===== config.mk =====
export PLATFORM = sky130hd
export DESIGN_NAME = fraction_reduce
export DESIGN_NICKNAME = d
export VERILOG_FILES = /design/src/hw/rtl/fr_pkg.sv /design/src/hw/rtl/fraction_reduce.sv
export SDC_FILE = /design/constraint.sdc
export NUM_CORES = 1
export LEC_CHECK = 0
export ABC_AREA = 1
export BUFFER_PORTS_ARGS = -buffer_cell sky130_fd_sc_hd__buf_2
export CAP_MARGIN = 30
export CORE_MARGIN = 2
export CORE_UTILIZATION = 60
export DETAILED_ROUTE_END_ITERATION = 8
export PLACE_DENSITY_LB_ADDON = 0.2
export SLEW_MARGIN = 15
export SYNTH_ARGS = -nofsm -noshare
export SYNTH_HDL_FRONTEND = slang
export SYNTH_SLANG_ARGS = --single-unit

===== constraint.sdc =====
create_clock -name clk -period 6 [get_ports clk]
set_input_delay 0.9 -clock clk [delete_from_list [all_inputs] [get_ports clk]]
set_output_delay 0.9 -clock clk [all_outputs]
set_load 0.02 [all_outputs]

===== src/hw/rtl/fr_pkg.sv =====
// ----------------------------------------------------------------------------
// fr_pkg
// shared types and constants of the fraction reduction block
// ----------------------------------------------------------------------------
package fr_pkg;

  localparam int DATA_WIDTH = 32;
  localparam int CNT_W      = $clog2(DATA_WIDTH);

  localparam logic [DATA_WIDTH-1:0] DATA_ONE  = DATA_WIDTH'(1);
  localparam logic [DATA_WIDTH-1:0] DATA_ZERO = '0;
  localparam logic [CNT_W-1:0]      CNT_LAST  = CNT_W'(DATA_WIDTH - 1);
  localparam logic [CNT_W-1:0]      CNT_ZERO  = '0;
  localparam logic [CNT_W-1:0]      CNT_ONE   = CNT_W'(1);

  typedef struct packed {
    logic signed [DATA_WIDTH-1:0] numerator_in;
    logic signed [DATA_WIDTH-1:0] denominator_in;
  } fr_in_t;

  typedef struct packed {
    logic signed [DATA_WIDTH-1:0] numerator_out;
    logic signed [DATA_WIDTH-1:0] denominator_out;
  } fr_out_t;

  typedef enum logic [2:0] {
    ST_IDLE,
    ST_GCD,
    ST_SCALE,
    ST_DIV,
    ST_DONE
  } fr_state_t;

endpackage


===== src/hw/rtl/fraction_reduce.sv =====
// result valid in the cycle after accept for a word left unreduced (zero or negative after
//   normalization), else after the gcd, one rescale step per common factor of two, then
//   the numerator and denominator divisions; gcd does one shift, swap or subtract per cycle
// throughput: one word at a time, input reopens the cycle after the result is taken
// reset: synchronous active-low rst_n returns the sequencer to idle, no word held
// ----------------------------------------------------------------------------
// fraction_reduce
// normalizes a signed fraction and, when both parts are positive, divides them by their gcd
// ----------------------------------------------------------------------------
module fraction_reduce (
  input  logic              clk,
  input  logic              rst_n,
  input  logic              in_valid,
  output logic              in_stall,
  input  fr_pkg::fr_in_t    in_data,
  output logic              out_valid,
  input  logic              out_stall,
  output fr_pkg::fr_out_t   out_data
);

  localparam int W = fr_pkg::DATA_WIDTH;

  // sequencer
  fr_pkg::fr_state_t state_r, state_nxt;

  // gcd operands, a_r also holds the divisor during the divisions
  logic [W-1:0] a_r, a_nxt;
  logic [W-1:0] b_r, b_nxt;
  // count of common factors of two stripped by the gcd
  logic [fr_pkg::CNT_W-1:0] k_r, k_nxt;
  // fraction being worked on, receives the quotients
  logic [W-1:0] num_r, num_nxt;
  logic [W-1:0] den_r, den_nxt;
  // restoring divider: dividend shifts out of quot_r while quotient shifts in
  logic [W-1:0] quot_r, quot_nxt;
  logic [W-1:0] rem_r, rem_nxt;
  logic [fr_pkg::CNT_W-1:0] cnt_r, cnt_nxt;
  logic div_sel_r, div_sel_nxt;   // 0: numerator pass, 1: denominator pass

  // input normalization
  logic [W-1:0] in_num, in_den_nz, norm_num, norm_den;
  logic both_neg, both_pos;

  // shared subtract unit
  logic [W-1:0] op_a, op_b;
  logic [W:0]   diff;
  logic         borrow;
  logic [W-1:0] rem_shift;

  logic gcd_equal;
  logic div_start;
  logic div_last;

  // zero denominator becomes one, double negative flips both (wrapping)
  always_comb begin
    in_num    = in_data.numerator_in;
    in_den_nz = (in_data.denominator_in == fr_pkg::DATA_ZERO) ? fr_pkg::DATA_ONE
                                                              : in_data.denominator_in;
    both_neg  = in_num[W-1] & in_den_nz[W-1];
    norm_num  = both_neg ? (fr_pkg::DATA_ZERO - in_num)    : in_num;
    norm_den  = both_neg ? (fr_pkg::DATA_ZERO - in_den_nz) : in_den_nz;
    // most negative pair stays negative and passes through
    both_pos  = (norm_num != fr_pkg::DATA_ZERO) & ~norm_num[W-1] & ~norm_den[W-1];
  end

  // operand select for the one subtractor
  always_comb begin
    rem_shift = {rem_r[W-2:0], quot_r[W-1]};
    op_a      = a_r;
    op_b      = b_r;
    if (state_r == fr_pkg::ST_DIV) begin
      op_a = rem_shift;
      op_b = a_r;
    end
    diff   = {1'b0, op_a} - {1'b0, op_b};
    borrow = diff[W];
  end

  assign gcd_equal = (a_r == b_r);
  assign div_last  = (cnt_r == fr_pkg::CNT_ZERO);

  // divider starts once the gcd sits fully rescaled in a_r
  assign div_start = ((state_r == fr_pkg::ST_GCD) && gcd_equal && (k_r == fr_pkg::CNT_ZERO)) ||
                     ((state_r == fr_pkg::ST_SCALE) && (k_r == fr_pkg::CNT_ONE));

  // next state
  always_comb begin
    state_nxt = state_r;
    case (state_r)
      fr_pkg::ST_IDLE: begin
        if (in_valid) begin
          state_nxt = both_pos ? fr_pkg::ST_GCD : fr_pkg::ST_DONE;
        end
      end
      fr_pkg::ST_GCD: begin
        if (gcd_equal) begin
          state_nxt = (k_r == fr_pkg::CNT_ZERO) ? fr_pkg::ST_DIV : fr_pkg::ST_SCALE;
        end
      end
      fr_pkg::ST_SCALE: begin
        if (k_r == fr_pkg::CNT_ONE) begin
          state_nxt = fr_pkg::ST_DIV;
        end
      end
      fr_pkg::ST_DIV: begin
        if (div_last && div_sel_r) begin
          state_nxt = fr_pkg::ST_DONE;
        end
      end
      fr_pkg::ST_DONE: begin
        if (!out_stall) begin
          state_nxt = fr_pkg::ST_IDLE;
        end
      end
      default: begin
        state_nxt = fr_pkg::ST_IDLE;
      end
    endcase
  end

  // datapath next values
  always_comb begin
    a_nxt       = a_r;
    b_nxt       = b_r;
    k_nxt       = k_r;
    num_nxt     = num_r;
    den_nxt     = den_r;
    quot_nxt    = quot_r;
    rem_nxt     = rem_r;
    cnt_nxt     = cnt_r;
    div_sel_nxt = div_sel_r;
    case (state_r)
      fr_pkg::ST_IDLE: begin
        if (in_valid) begin
          num_nxt = norm_num;
          den_nxt = norm_den;
          a_nxt   = norm_num;
          b_nxt   = norm_den;
          k_nxt   = fr_pkg::CNT_ZERO;
        end
      end
      fr_pkg::ST_GCD: begin
        // binary gcd, one shift, swap or subtract per cycle
        if (!gcd_equal) begin
          if (!a_r[0] && !b_r[0]) begin
            a_nxt = a_r >> 1;
            b_nxt = b_r >> 1;
            k_nxt = k_r + fr_pkg::CNT_ONE;
          end else if (!a_r[0]) begin
            a_nxt = a_r >> 1;
          end else if (!b_r[0]) begin
            b_nxt = b_r >> 1;
          end else if (borrow) begin
            // keep the larger value in a
            a_nxt = b_r;
            b_nxt = a_r;
          end else begin
            a_nxt = diff[W-1:0];
          end
        end
      end
      fr_pkg::ST_SCALE: begin
        a_nxt = a_r << 1;
        k_nxt = k_r - fr_pkg::CNT_ONE;
      end
      fr_pkg::ST_DIV: begin
        // restoring step, remainder stays below the divisor
        if (borrow) begin
          rem_nxt  = rem_shift;
          quot_nxt = {quot_r[W-2:0], 1'b0};
        end else begin
          rem_nxt  = diff[W-1:0];
          quot_nxt = {quot_r[W-2:0], 1'b1};
        end
        cnt_nxt = cnt_r - fr_pkg::CNT_ONE;
        if (div_last) begin
          if (!div_sel_r) begin
            num_nxt     = quot_nxt;
            quot_nxt    = den_r;
            rem_nxt     = fr_pkg::DATA_ZERO;
            cnt_nxt     = fr_pkg::CNT_LAST;
            div_sel_nxt = 1'b1;
          end else begin
            den_nxt = quot_nxt;
          end
        end
      end
      default: begin
      end
    endcase
    if (div_start) begin
      quot_nxt    = num_r;
      rem_nxt     = fr_pkg::DATA_ZERO;
      cnt_nxt     = fr_pkg::CNT_LAST;
      div_sel_nxt = 1'b0;
    end
    if (state_r == fr_pkg::ST_SCALE) begin
      a_nxt = a_r << 1;
    end
  end

  // handshake outputs
  always_comb begin
    in_stall                 = (state_r != fr_pkg::ST_IDLE);
    out_valid                = (state_r == fr_pkg::ST_DONE);
    out_data.numerator_out   = num_r;
    out_data.denominator_out = den_r;
  end

  always_ff @(posedge clk) begin
    if (!rst_n) begin
      state_r <= fr_pkg::ST_IDLE;
    end else begin
      state_r <= state_nxt;
    end
  end

  // payload registers, no reset
  always_ff @(posedge clk) begin
    a_r       <= a_nxt;
    b_r       <= b_nxt;
    k_r       <= k_nxt;
    num_r     <= num_nxt;
    den_r     <= den_nxt;
    quot_r    <= quot_nxt;
    rem_r     <= rem_nxt;
    cnt_r     <= cnt_nxt;
    div_sel_r <= div_sel_nxt;
  end

endmodule


==> metrics.md <==
| Metric | Value |
|---|---|
| Status | finished clean |
| Die W | 166.1 um |
| Top cells by area, synth | edfxtp_1 (31%), nand2_1 (17%), o21ai_0 (8.7%) |
| Slew Limit Fails | 0 |
| P_leak | 7.342 nW |
| Sw Share | 0.5193 |
| Routed len/inst | 19.22 um |
| Most common cell after layout, fill and taps aside | nand2_1 |
| Final antenna-violating net count | 0 |
| Largest net degree at the start of global routing | 177 |
| IO Count | 134 |
| Max VDD drop | 0.0003939 V |
| # hold bufs at CTS | 0 |
| Hold WC Path Type | register to register |
| RSZ-0062 raised after global routing | false |
| Number of diodes | 0 |
| Core area | 25910 um2 |
| DIE AREA | 27570 um2 |
| Seq cells post-synth | 205 |
| First drt pass iteration count | 7 |
| YS warnings | 0 |
| Setup violators final | 0 |
| Post-synth ARST share | 0 |
| Max_cap viols | 0 |
| WL final | 52.35 mm |
| GRT Overall Usage | 0.3674 |
| Num CTS Buffers | 23 |
| H-tree Lvls | 1 |
| Clk Latency, worst-skew pair | 0.53 ns |
| First-pass GRT wire length | 81.59 mm |
| Share of the synthesized area in the top cell type | 0.3125 |
| Mean Syn Cell Area | 6.860 um2 |
| FMAX | 234.2 MHz |
| GR Util met1 | 0.5265 |
| Proportion of layout cells with a drive suffix above 1 | 0.1017 |
| P per Cell Area | 662.0 nW/um2 |
| Logic gate share of total power | 0.600 |
| Final Non-Filler Cells | 2724 |
| Routed vias | 16.60k |
| GRT busiest layer | met2 |
| CP Max Fanout | 176 |
| Post-synth top area cell | edfxtp_1 |
| Via density | 6.095 |
| Most frequent cells in the layout | nand2_1 (705), o21ai_0 (273), nor2_1 (213), inv_1 (194), edfxtp_1 (164) |
| Post-CTS Resized | 0 |
| Worst-path clk slew | 0.06 ns |
| Post-synth EDFFs | 164 |
| Cell Rows | 59 |
| Clock sinks | 205 |
| Power Total | 11.54 mW |
| Final Skew | 0.02447 ns |
| Setup TNS | 0 ns |
| Post-CTS Setup Inserts | 0 |
| Share of power burned in registers | 0.269 |
| CTS Root Cell | clkbuf_16 |
| Pint | 5.545 mW |
| Mapped Area | 15760 um2 |
| Vias in the first global route | 15.14k |
| DRT iter0 DRCs | 2456 |
| CTS tree | yes |
| Die height | 166.1 um |
| HPWL after DPL | 38.50 mm |
| Grt ovf | 0 |
| Met3 Usage GRT | 0.06244 |
| GPL Wtd Cong | 0.9524 |
| Worst Setup Start Kind | register |
| Detailed-route DRC error count | 0 |
| Worst path required time | 6.21 ns |
| Initial antenna violation count | 0 |
| Clock share of power | 0.131 |
| Mapped Cells | 2297 |
| Sw power | 5.990 mW |
| CTS max path bufs | 3 |
| Post-synth cell types | 56 |
| Syn_nets | 2408 |
| Worst Setup Path Type | register to register |
| IO Port Bufs | 133 |
| Final Hold Viols | 0 |
| Arrival time of the worst setup path | 4.48 ns |
| Met2 usage | 0.5513 |
| Seq/Total Area, Yosys | 0.3646 |
| Slew HR | 0.2960 |
| Minimum clock period | 4.269 ns |
| Area Overhead vs Synth | 10.58% |
| Period utilisation layout | 0.7115 |
| Post-layout net count | 2483 |
| Setup crit end kind | register |
| Top_reg_cell synth | edfxtp_1 |
| Dpl cells | 2682 |
| Starting Density | 0.6081 |
| Worst-Margin Slew | 1.048 ns |
[flip-flops by register name (all words and copies together) (netlist names)]
signal     flops
div_sel_r      1
a_r           32
rem_r         31
den_r         32
num_r         32
quot_r        32
state_r        3
k_r            5
cnt_r          5
b_r           32
[power by group through the flow]
stage          Clock (mW)  Combinational, mW  Sequential (mW)
3_5_place_dp            0               6.73             3.08
3_3_place_gp            0               6.65             3.07
4_1_cts              1.50               6.79             3.07
5_1_grt              1.56               7.62             3.16
6_report             1.51               6.92             3.10
2_1_floorplan           0               4.70             3.20
[through the flow]
step	utilization	hold slack, ns	instance area, um2	worst slack [ns]
finish	0.6725	0.4820	17420	1.731
global route	0.6725	0.5012	17420	1.447
CTS	0.6725	0.4811	17420	1.815
detailed placement	0.6421	0.4719	16640	1.811
global placement	0.6391	0.4685	16560	1.914
floorplan	-	0.4576	15760	1.742
[synthesized netlist by cell type (18+ instances only)]
library cell    n
nand2_1       705
o21ai_0       273
nor2_1        215
inv_1         194
a21oi_1       164
edfxtp_1      164
nand3_1        91
clkbuf_1       72
xor2_1         50
ha_1           42
dfxtp_1        41
a31oi_1        38
o21ai_1        29
xnor2_1        29
nand4_1        23
nor3_1         18
[critical path: stages, from the launching register on]
cell and delay, ns:
dfxtp_1 0.41, inv_1 0.14, nor3_4 0.21, buf_12 0.47, nand2_1 0.09, o21ai_0 0.15
ha_1 0.21, inv_1 0.05, fa_1 0.42, nand2_1 0.10, o21ai_1 0.10, a21oi_2 0.24
o21a_2 0.20, inv_2 0.03, nand2_1 0.06, nand2_2 0.08, inv_4 0.07, o21a_1 0.41
buf_4 0.37
[cells by family (layout without fill, tap and decap cells)]
| family | after synthesis | count (layout) | synth area share |
|---|---|---|---|
| simple gates | 1091 | 1091 | 0.2816 |
| compound gates | 562 | 562 | 0.1926 |
| buf+inv | 317 | 409 | 0.08266 |
| flops | 205 | 205 | 0.3646 |
| xor+xnor | 79 | 79 | 0.04391 |
| fa+ha+maj | 43 | 43 | 0.03462 |
[layout make-up]
type / instances / area, um2
Sequential cell: 205 / 5746
Fill cell: 2242 / 8487
Inverter: 210 / 790.8
Clock inverter: 12 / 163.9
Multi-Input combinational cell: 1775 / 8765
Tap cell: 335 / 419.2
Clock buffer: 30 / 621.8
Timing Repair Buffer: 157 / 918.4
[per-layer routing]
layer / vias to the layer above / routed length [um]
li1: 7813 / -
met1: 7521 / 20970
met2: 1140 / 22190
met3: 129 / 6776
met4: 0 / 2409
met5: - / 0
[final timing paths]
path / startpoint / slack (ns) / to / cells past startpoint
worst max-delay path: state_r[0] / 1.73 / b_r[4] / 18
worst min-delay path: rem_r[23] / 0.48 / rem_r[23] / 2
worst max register to register: state_r[0] / 1.73 / b_r[4] / 18
worst min register to register: rem_r[23] / 0.48 / rem_r[23] / 2
Note: power is estimated with default switching activity, not from simulation.
